$ cat src/rtl/tcba_pkg.sv
// tcba_pkg: shared types and codes of the two-class buffer allocator
// result status codes, configuration register indexes, stack shift control
// no dependencies
package tcba_pkg;

  typedef enum logic [2:0] {
    ST_GRANTED   = 3'd0,
    ST_TOO_LARGE = 3'd1,
    ST_EMPTY     = 3'd2,
    ST_RELEASED  = 3'd3,
    ST_REJECTED  = 3'd4
  } tcba_status_e;

  typedef enum logic {
    REG_SMALL_LIMIT = 1'b0,
    REG_LARGE_LIMIT = 1'b1
  } tcba_reg_e;

  localparam logic [31:0] SmallLimitReset = 32'd65536;
  localparam logic [31:0] LargeLimitReset = 32'd16777216;

  // shift control handed to every cell of a stack
  typedef struct packed {
    logic push;
    logic pop;
  } tcba_shift_t;

endpackage

$ cat src/rtl/tcba_cell.sv
// tcba_cell: one entry of a shifting free-index stack
// depends on tcba_pkg for the shift control struct
module tcba_cell import tcba_pkg::*; #(
  parameter int unsigned    IW        = 6,
  parameter logic [IW-1:0]  RESET_VAL = '0
) (
  input  logic          clk_i,
  input  logic          rst_ni,
  input  tcba_shift_t   shift_i,
  input  logic [IW-1:0] above_i,
  input  logic [IW-1:0] below_i,
  output logic [IW-1:0] val_o
);

  logic [IW-1:0] val_q, val_d;

  always_comb begin
    val_d = val_q;
    if (shift_i.push) begin
      val_d = above_i;
    end else if (shift_i.pop) begin
      val_d = below_i;
    end
  end

  always_ff @(posedge clk_i or negedge rst_ni) begin
    if (!rst_ni) begin
      val_q <= RESET_VAL;
    end else begin
      val_q <= val_d;
    end
  end

  assign val_o = val_q;

endmodule

$ cat src/rtl/tcba_stack.sv
// tcba_stack: LIFO of free indices as a chain of tcba_cell, top at cell 0
// depends on tcba_pkg and tcba_cell
module tcba_stack import tcba_pkg::*; #(
  parameter int unsigned DEPTH = 16,
  parameter int unsigned IW    = (DEPTH > 1) ? $clog2(DEPTH) : 1
) (
  input  logic          clk_i,
  input  logic          rst_ni,
  input  tcba_shift_t   shift_i,
  input  logic [IW-1:0] push_val_i,
  output logic [IW-1:0] top_o,
  output logic          empty_o,
  output logic          full_o
);

  localparam int unsigned CW = $clog2(DEPTH + 1);

  logic [IW-1:0] vals [DEPTH];
  logic [CW-1:0] count_q, count_d;

  for (genvar k = 0; k < DEPTH; k++) begin : g_cell
    logic [IW-1:0] above, below;
    if (k == 0) begin : g_top
      assign above = push_val_i;
    end else begin : g_mid
      assign above = vals[k-1];
    end
    if (k == DEPTH - 1) begin : g_bot
      assign below = '0;
    end else begin : g_nbot
      assign below = vals[k+1];
    end
    // reset full: highest index on top
    tcba_cell #(
      .IW        (IW),
      .RESET_VAL (IW'(DEPTH - 1 - k))
    ) u_cell (
      .clk_i   (clk_i),
      .rst_ni  (rst_ni),
      .shift_i (shift_i),
      .above_i (above),
      .below_i (below),
      .val_o   (vals[k])
    );
  end

  always_comb begin
    count_d = count_q;
    if (shift_i.push) begin
      count_d = count_q + 1'b1;
    end else if (shift_i.pop) begin
      count_d = count_q - 1'b1;
    end
  end

  always_ff @(posedge clk_i or negedge rst_ni) begin
    if (!rst_ni) begin
      count_q <= CW'(DEPTH);
    end else begin
      count_q <= count_d;
    end
  end

  assign top_o   = vals[0];
  assign empty_o = (count_q == '0);
  assign full_o  = (count_q == CW'(DEPTH));

endmodule

$ cat src/rtl/two_class_buffer_allocator_unit.sv
// two_class_buffer_allocator_unit: top level of the two-class buffer allocator
// depends on tcba_pkg, tcba_stack, tcba_cell
//
// channel   direction  handshake                     payload
// request   in         start high, busy low          kind, request_size, release class/index
// result    out        done_o high for one cycle     status, granted_class, granted_index
// config    in         apb write, psel&penable       small/large size limits at 0x0 / 0x4
//
// one item per cycle: a transfer at one edge has its result on the ports for the
// following cycle, and busy stays low, so requests may arrive back to back
// the rate is set by the shift of the cell chains, which pop or push
// the whole stack in a single step together with the two size compares
// after reset both stacks are full, highest index on top; limits take their reset values
// no clearing pass is needed: every cell resets to its own entry
// the receiver cannot stall; each result is taken in the cycle it is shown
module two_class_buffer_allocator_unit import tcba_pkg::*; #(
  parameter int unsigned SMALL_COUNT = 64,
  parameter int unsigned LARGE_COUNT = 16
) (
  input  logic        clk_i,
  input  logic        rst_ni,
  // request channel
  input  logic        start,
  output logic        busy,
  input  logic        kind_i,
  input  logic [31:0] request_size_i,
  input  logic        release_class_i,
  input  logic [5:0]  release_index_i,
  // result channel
  output logic        done_o,
  output logic [2:0]  status_o,
  output logic        granted_class_o,
  output logic [5:0]  granted_index_o,
  // configuration port
  input  logic        psel,
  input  logic        penable,
  input  logic        pwrite,
  input  logic [2:0]  paddr,
  input  logic [31:0] pwdata,
  output logic [31:0] prdata,
  output logic        pready
);

  localparam int unsigned SIW = (SMALL_COUNT > 1) ? $clog2(SMALL_COUNT) : 1;
  localparam int unsigned LIW = (LARGE_COUNT > 1) ? $clog2(LARGE_COUNT) : 1;

  // configuration registers
  logic [31:0] small_lim_q, large_lim_q;
  logic        cfg_wr;
  tcba_reg_e   cfg_reg;

  assign pready  = 1'b1;
  assign cfg_wr  = psel & penable & pwrite;
  assign cfg_reg = tcba_reg_e'(paddr[2]);

  always_ff @(posedge clk_i or negedge rst_ni) begin
    if (!rst_ni) begin
      small_lim_q <= SmallLimitReset;
      large_lim_q <= LargeLimitReset;
    end else if (cfg_wr) begin
      case (cfg_reg)
        REG_SMALL_LIMIT: small_lim_q <= pwdata;
        REG_LARGE_LIMIT: large_lim_q <= pwdata;
        default: ;
      endcase
    end
  end

  always_comb begin
    case (cfg_reg)
      REG_SMALL_LIMIT: prdata = small_lim_q;
      REG_LARGE_LIMIT: prdata = large_lim_q;
      default:         prdata = '0;
    endcase
  end

  // stacks
  tcba_shift_t    small_shift, large_shift;
  logic [SIW-1:0] small_top, small_push;
  logic [LIW-1:0] large_top, large_push;
  logic           small_empty, small_full, large_empty, large_full;
  logic [15:0]    ridx_ext;

  // release index widened then cut to each class's index width
  assign ridx_ext   = {10'd0, release_index_i};
  assign small_push = ridx_ext[SIW-1:0];
  assign large_push = ridx_ext[LIW-1:0];

  tcba_stack #(.DEPTH(SMALL_COUNT), .IW(SIW)) u_small (
    .clk_i      (clk_i),
    .rst_ni     (rst_ni),
    .shift_i    (small_shift),
    .push_val_i (small_push),
    .top_o      (small_top),
    .empty_o    (small_empty),
    .full_o     (small_full)
  );

  tcba_stack #(.DEPTH(LARGE_COUNT), .IW(LIW)) u_large (
    .clk_i      (clk_i),
    .rst_ni     (rst_ni),
    .shift_i    (large_shift),
    .push_val_i (large_push),
    .top_o      (large_top),
    .empty_o    (large_empty),
    .full_o     (large_full)
  );

  // request decode
  logic         accept;
  logic         fits_small, fits_large;
  logic         small_oor, large_oor;
  logic [15:0]  small_top_ext, large_top_ext;
  tcba_status_e status_d;
  logic         class_d;
  logic [5:0]   index_d;

  assign busy          = 1'b0;
  assign accept        = start & ~busy;
  assign fits_small    = (request_size_i <= small_lim_q);
  assign fits_large    = (request_size_i <= large_lim_q);
  assign small_oor     = (int'(release_index_i) >= SMALL_COUNT);
  assign large_oor     = (int'(release_index_i) >= LARGE_COUNT);
  assign small_top_ext = 16'(small_top);
  assign large_top_ext = 16'(large_top);

  always_comb begin
    small_shift = '0;
    large_shift = '0;
    status_d    = ST_GRANTED;
    class_d     = 1'b0;
    index_d     = '0;
    if (!kind_i) begin
      // acquire: small limit tested first, no fallback between classes
      if (fits_small) begin
        if (small_empty) begin
          status_d = ST_EMPTY;
        end else begin
          small_shift.pop = accept;
          index_d         = small_top_ext[5:0];
        end
      end else if (fits_large) begin
        if (large_empty) begin
          status_d = ST_EMPTY;
        end else begin
          large_shift.pop = accept;
          class_d         = 1'b1;
          index_d         = large_top_ext[5:0];
        end
      end else begin
        status_d = ST_TOO_LARGE;
      end
    end else begin
      // release: reject out-of-range index or full stack
      if (!release_class_i) begin
        if (small_oor || small_full) begin
          status_d = ST_REJECTED;
        end else begin
          status_d         = ST_RELEASED;
          small_shift.push = accept;
        end
      end else begin
        if (large_oor || large_full) begin
          status_d = ST_REJECTED;
        end else begin
          status_d         = ST_RELEASED;
          large_shift.push = accept;
        end
      end
    end
  end

  // result register
  logic         done_q;
  tcba_status_e status_q;
  logic         class_q;
  logic [5:0]   index_q;

  always_ff @(posedge clk_i or negedge rst_ni) begin
    if (!rst_ni) begin
      done_q <= 1'b0;
    end else begin
      done_q <= accept;
    end
  end

  always_ff @(posedge clk_i) begin
    if (accept) begin
      status_q <= status_d;
      class_q  <= class_d;
      index_q  <= index_d;
    end
  end

  assign done_o          = done_q;
  assign status_o        = status_q;
  assign granted_class_o = class_q;
  assign granted_index_o = index_q;

endmodule

$ cat config.mk
export PLATFORM = sky130hd
export DESIGN_NAME = two_class_buffer_allocator_unit
export DESIGN_NICKNAME = d
export VERILOG_FILES = /design/src/rtl/tcba_pkg.sv /design/src/rtl/tcba_cell.sv /design/src/rtl/tcba_stack.sv /design/src/rtl/two_class_buffer_allocator_unit.sv
export SDC_FILE = /design/constraint.sdc
export NUM_CORES = 1
export LEC_CHECK = 0
export CAP_MARGIN = 20
export CORE_ASPECT_RATIO = 1.5
export CORE_MARGIN = 1.5
export CORE_UTILIZATION = 60
export CTS_BUF_LIST = sky130_fd_sc_hd__clkbuf_4 sky130_fd_sc_hd__clkbuf_8
export CTS_CLUSTER_DIAMETER = 60
export DETAILED_ROUTE_END_ITERATION = 16
export DONT_BUFFER_PORTS = 1
export PLACE_DENSITY = 0.83
export SLEW_MARGIN = 5
export SYNTH_ARGS = -nofsm -noshare
export SYNTH_HDL_FRONTEND = slang
export SYNTH_SLANG_ARGS = --single-unit
$ cat constraint.sdc
create_clock -name clk_i -period 5.3 [get_ports clk_i]
set_input_delay 0.795 -clock clk_i [delete_from_list [all_inputs] [get_ports clk_i]]
set_output_delay 0.795 -clock clk_i [all_outputs]
set_load 0.02 [all_outputs]
==> impl_results.md, run 1 <==
- Outcome: finished, violations left
- Failing checks: hold timing, slew limit
- Synth unique cells: 52
- Slowest-stage cell, CP: a31oi_1
- DR pass1 iterations: 6
- Number of flops mapped to enable cells by yosys: 10
- Max Slew Vio Count: 349
- Drt drc: 0
- Die area: between 40000 and 50000 µm²
- Critical Path Max Stage Delay: 0.74 ns
- Syn_nets: 3144
- Port bufs: 0
- Die Ht: 260 µm
- Detail Route Antenna Nets: 0
- Net Sw Frac: 33.6%
- Initial antenna violation count: 1
- Clk_skew: 0.0332 ns
- Syn Area/Cell: 8.83 µm²
- Die X: 174 µm
- Total CTS buffers: 80
- Rows: 94
- Unrepaired setup endpoints after global routing: no
- Post-Syn Instances: 2989
- Final setup violating endpoints: 0
- Floorplan core area: 43600 µm²
- FFs w/ async S/R, synth: 98.1%
- IO Count: 126
- Wirelength per Cell: 15.2 µm
- Starting density of the core: 60.5%
- Vias in the first global route: 19800
- Worst-path cell chain: inv_1, ha_1, nand4_1, a2111o_1, a31oi_1, or2_2, buf_4, o21a_1, a22o_1
- CP Data Arrival Time: 4.24 ns
- Hold Slack: -0.148 ns
- Cell area power density: ~560 nW/µm²
- Most common cell after layout, fill and taps aside: nand2_1
- Crit Path Class: register to register
- Final HPWL DP: 31.5 mm
- CP Launch Type: register
- Req. time, crit path: 5.86 ns
- Buf/Inv on CP: 2
- Largest net degree at the start of global routing: 526
- Final Cycle Share: 69.4%
- Vias/cell: 5.92
- Max Freq: 272 MHz
- Initial DRC count: between 2000 and 2500
- Placement Setup Slack: 1.32 ns
- Global-route wire length before repair: approximately 91 mm
- Setup Buffers After CTS: 0
- Leakage: 12.4 nW
- Clock root cell: clkbuf_8
- Min cycle time layout: 3.68 ns
- Internal: 0.0103 W
- Clock-pin slew on the worst setup and hold paths: 0.06 ns
- Switching pwr: 0.00523 W
- Clock power frac: 23.7%
- TritonCTS clock tree: done
- Clock sinks: 535
- Relative slew slack: -47.8%
- Layout area overhead: 5.73%
- Max Cap Viol: 0
- Post-route setup slack: 1.62 ns
- Seq pwr share: 51.6%
- Clock buffer depth: 3
- VDD IR max: 0.290 mV
- Leading area contributor after synthesis: dfrtp_1
- GRT overflow: 0
- Top delay family on crit path: compound AO/OA/AOI/OAI gates
- Final WL: about 53 mm
- Critical Path Fanout Max: 65
- Combinational cell fraction of total power: 24.7%
- GP Congestion: around 0.86
- Synth Cell Area: 26400 µm²
- Seq cells post-synth: 535
- Final nets: just over 3000
- Worst-Margin Slew: approximately 2.2 ns
- Seq/Total Area, Yosys: 52.0%
- Critical path endpoint category: register
- Cells taking the most area after synthesis: dfrtp_1, dfstp_2, nand2_1
- Final Hold Viols: 34
- CTS H-tree depth: 3
- Post_cts resized: 0
- Most frequent cells in the layout: nand2_1, nor2_1, a31oi_1
- Main synth FF type: dfrtp_1
- Min-delay worst type: input port to async pin
- Warnings, synthesis: 0
- Yosys top cell area share: between 20% and 30%
- GRT Util Overall: between 20% and 30%
- Setup TNS: 0 ns
- Skew-Pair Late Insertion Delay: 0.65 ns
- Share of cells above drive strength 1: about 17%
- Total number of vias: 20800
-- final timing paths --
kind,endpoint,slack (ns),startpoint,depth (start not counted)
hold reg to reg,u_small.g_cell[17].u_cell.val_o[3],0.49,u_small.g_cell[18].u_cell.val_o[3],2
setup reg to reg,u_small.g_cell[63].u_cell.val_o[1],1.62,small_lim_q[11],9
min in group clk_i,done_o,0.20,start,0
setup / recovery,u_small.g_cell[63].u_cell.val_o[1],1.62,small_lim_q[11],9
max in group asynchronous,u_small.g_cell[60].u_cell.val_o[2],3.67,rst_ni,0
hold / removal,u_large.g_cell[12].u_cell.val_o[2],-0.15,rst_ni,0
-- worst reg2reg max path: stages, from the launching register on --
cell and delay [ns]:
dfrtp_1 0.35, inv_1 0.07, ha_1 0.32, nand4_1 0.23, a2111o_1 0.42, a31oi_1 0.74
or2_2 0.25, buf_4 0.54, o21a_1 0.48, a22o_1 0.21
-- sequential cells by signal (all words and copies together) (netlist names) --
name                         flops
done_o                           1
granted_class_o                  1
granted_index_o                  6
large_lim_q                     32
small_lim_q                     32
status_o                         3
u_large.count_q                  5
u_large.g_cell.u_cell.val_o     64
u_small.count_q                  7
u_small.g_cell.u_cell.val_o    384
-- kinds of logic after synthesis --
group           after synthesis  share of synthesized area, %
xor+xnor                     10                         0.332
buf+inv                     301                          5.85
other cells                   2                        0.0284
flops                       535                          52.0
simple gates               1315                          19.2
compound gates              681                          16.0
mux                          71                          3.03
fa+ha+maj                    74                          3.56
-- metal layers --
metal	global-route usage, %	vias up	wire length, µm
met5	0	-	0
met4	10.2	0	1600
met3	4.72	124	2760
met2	40.0	556	26700
met1	29.5	10100	22300
li1	-	9932	-
-- metrics by stage --
stage | area (µm²) | cells | power [W] | util (%) | hold slack (ns)
floorplan | 26400 | 2989 | 0.0110 | - | 0.464
global placement | 26100 | 3357 | 0.0115 | 59.9 | 0.477
detailed placement | 26100 | 3357 | 0.0119 | 59.9 | 0.487
CTS | 27900 | 3505 | 0.0156 | 64.0 | -0.188
global route | 27900 | 3506 | 0.0167 | 64.0 | -0.187
finish | 27900 | 3506 | 0.0156 | 64.0 | -0.148
-- power groups by stage --
stage               clock network [W]  registers [W]  logic [W]
finish                        0.00369        0.00804    0.00384
global route                  0.00393        0.00831    0.00444
CTS                           0.00376        0.00802    0.00386
detailed placement                  0        0.00806    0.00385
global placement                    0        0.00792    0.00355
floorplan                           0        0.00765    0.00331
-- synthesized netlist by cell type, types with 2 or more instances --
library cell / instances
nand2_1: 815
o21ai_1: 6
xor2_1: 5
nor3_1: 4
and2_1: 3
nor2_1: 455
a21oi_1: 102
o21ai_0: 99
buf_2: 52
o21bai_1: 2
fa_1: 2
nor4_1: 3
a21o_1: 7
edfxtp_1: 10
a22o_1: 10
and4_1: 2
mux2_2: 71
xnor2_1: 5
dfstp_2: 228
a31oi_1: 379
dfrtp_1: 297
buf_4: 11
buf_6: 41
a41oi_1: 61
nor2b_1: 3
o31ai_1: 2
and3_1: 4
o211ai_1: 2
inv_1: 70
a22oi_1: 2
clkbuf_1: 126
conb_1: 2
nand4_1: 11
nand2b_1: 2
nand3_1: 7
ha_1: 72
-- final cells by class --
cell class,count,area (µm²)
Fill cell,3315,15700
Clock buffer,136,1670
Timing Repair Buffer,23,235
Multi-Input combinational cell,2153,11200
Antenna cell,1,2.50
Clock inverter,12,119
Tap cell,576,721
Sequential cell,535,13700
Inverter,70,270
(Power assumes the default switching activity.)
==> inputs of run 2 (changes only) <==
Settings changed: PLACE_DENSITY 0.83 to 0.86.
Clock period 5.3 ns to 3 ns, I/O delays scaled along.
==> run 2 against run 1 <==
The flow finishes with violations (hold timing, slew limit, setup timing). Core utilization is 3.4 points higher. Global-route usage is 1.2 points higher. Clock-buffer cell count is 1 higher. Die area stayed put. Clock skew grew 0.0012 ns. Worst hold slack worse by 0.35 ns. Via count increased by 6.2%. Clock power is 82% higher. First-iteration DRC count grew 1.8%.
==> impl_results.md, run 2 (synthesized netlist as in run 1, its figures left out) <==
- Outcome: finished, violations left
- Failing checks: hold timing, slew limit, setup timing
- Worst-path cell chain: inv_1, ha_1, nand4_1, nor2_1, a221o_1, o31ai_2, a21oi_4, buf_4, o21ai_2, mux2_2
- Max Slew Vio Count: 302 (-13%)
- Vias/cell: 6.13 (+3.6%)
- Clock sinks: 535 (unchanged)
- Final Cycle Share: 100% (+31 points)
- Relative slew slack: -24.8% (+23 points)
- Post-route setup slack: -0.0143 ns (-1.64 ns)
- CP Launch Type: register
- Crit Path Class: register to register
- Worst-Margin Slew: 1.87 ns (-0.345 ns)
- GRT overflow: 0 (unchanged)
- Total number of vias: 22000 (+6.2%)
- Min-delay worst type: input port to async pin
- Skew-Pair Late Insertion Delay: 0.66 ns (about the same)
- Floorplan core area: 43600 µm² (unchanged)
- Most frequent cells in the layout: nand2_1, nor2_1, a31oi_1
- Largest net degree at the start of global routing: 526 (unchanged)
- Most common cell after layout, fill and taps aside: nand2_1
- Die X: 174 µm (unchanged)
- Critical R2R Launch: large_lim_q[15]
- Hold Slack: -0.501 ns (-0.352 ns)
- Starting density of the core: 60.5% (unchanged)
- Critical Path Max Stage Delay: 0.45 ns (-0.29 ns)
- Clock buffer depth: 3 (unchanged)
- Final setup violating endpoints: 2 (+2)
- Final Hold Viols: 316 (+830%)
- Cell area power density: 971 nW/µm² (+74%)
- Req. time, crit path: 3.53 ns (-2.33 ns)
- Vias in the first global route: 20500 (+3.7%)
- Min cycle time layout: 3.01 ns (-0.664 ns)
- Path depth of the worst reg2reg path: 10 (+1)
- Share of cells above drive strength 1: 18.1% (+1.5 points)
- Buf/Inv on CP: 2 (unchanged)
- VDD IR max: 0.618 mV (+110%)
- Critical path endpoint category: register
- Detail Route Antenna Nets: 0 (unchanged)
- Total power: 0.0286 W (+84%)
- IO Count: 126 (unchanged)
- Total CTS buffers: 81 (+1.3%)
- TritonCTS clock tree: done
- Die Ht: 260 µm (unchanged)
- CP Launch Point: large_lim_q[15]
- Global-route wire length before repair: 95.4 mm (+4.4%)
- Layout area overhead: 11.4%
- Clock-pin slew on the worst setup and hold paths: 0.07 ns (about the same)
- Port bufs: 0 (unchanged)
- CTS H-tree depth: 3 (unchanged)
- Final HPWL DP: 32.9 mm (+4.5%)
- Final nets: 3107 (+2.9%)
- Die area: 45300 µm² (unchanged)
- Max reg flops: 384 (unchanged)
- Clk_skew: 0.0343 ns (+0.00116 ns)
- Max Freq: 332 MHz (+22%)
- Initial antenna violation count: 1 (unchanged)
- DR pass1 iterations: 6 (unchanged)
- Max Cap Viol: 0 (unchanged)
- Initial DRC count: 2204 (+1.8%)
- Drt drc: 0 (unchanged)
- Wirelength per Cell: 17.0 µm (+12%)
- GRT Util Overall: 24.9% (+1.2 points)
- Final WL: 61.1 mm (+15%)
- Rows: 94 (unchanged)
- Slowest-stage cell, CP: o31ai_2
- CP Data Arrival Time: 3.54 ns (-0.70 ns)
- Leakage: 13.0 nW (+5.4%)
- Top delay family on crit path: compound AO/OA/AOI/OAI gates
- Fin cells: 3596 (+2.6%)
- Critical Path Fanout Max: 4 (-94%)
- WP depth: 10 (+1)
- Unrepaired setup endpoints after global routing: yes
- Setup TNS: -0.0143 ns (-0.0143 ns)
- Dpl cells: 3385 (+0.83%)
- GP Congestion: 0.854 (-0.62%)
- Clock root cell: clkbuf_8
- Post-CTS Hold Buffers: 39
- Fill cells: 2931 (-12%)
run 2: path summary, 6_finish.rpt:
path / end / slack [ns]
setup / recovery: u_large.count_q[3] / -0.01
hold / removal: u_large.g_cell[7].u_cell.val_o[2] / -0.50
setup reg to reg: u_large.count_q[3] / -0.01
hold reg to reg: u_small.g_cell[5].u_cell.val_o[4] / 0.48
max in group asynchronous: u_small.g_cell[35].u_cell.val_o[1] / 2.00
min in group clk_i: status_o[0] / 0.05
run 2: what timing repair did:
item | CTS | global route
gates resized for setup | 3 | 43
cloned | 0 | 16
endpoints found under the setup margin | 328 | 409
setup buffers | 0 | 5
pin swaps | 1 | 5
hold endpoints to repair | 610 | 410
run 2: power by group:
part           switching (W)  internal (W)
combinational        0.00422       0.00333
sequential           0.00268        0.0116
clock                0.00292       0.00380
run 2: layer usage:
layer | routed length (µm) | up-vias | track usage (%)
met3 | 3380 | 194 | 4.59
met4 | 2450 | 0 | 12.0
met2 | 31600 | 791 | 42.4
met5 | 0 | - | 0
met1 | 23700 | 10900 | 30.5
li1 | - | 10100 | -
run 2: per-stage QoR:
step / setup slack, ns / hold WS, ns / area [µm²] / utilization (%)
after global placement: -0.0128 / 0.178 / 26500 / 60.8
after global routing: -0.121 / -0.520 / 29400 / 67.4
after floorplan: 0.0580 / 0.154 / 26400 / -
final: -0.0143 / -0.501 / 29400 / 67.4
after CTS: -0.00424 / -0.522 / 28800 / 65.9
after detailed placement: -0.132 / 0.187 / 26500 / 60.8
run 2: worst reg2reg max path: cells and delay by family (launching register included):
kind                       cells  cell delay, ns
adders and majority gates      1            0.32
AOI/OAI and AO/OA              4            1.26
muxes                          1            0.37
DFF                            1            0.39
buffers and inverters          2            0.26
and+or+nand+nor                2            0.30
run 2: cell type report:
cell class,instances,area [µm²],area share [%]
repair buffers,111,1600,5.45
multi-input cells,2153,11300,38.3
inverters,70,270,0.919
clock buffers,137,1690,5.73
flip-flops and latches,535,13700,46.7
diodes,1,2.50,0.00851
clock inverters,13,145,0.494
well taps,576,721,2.45
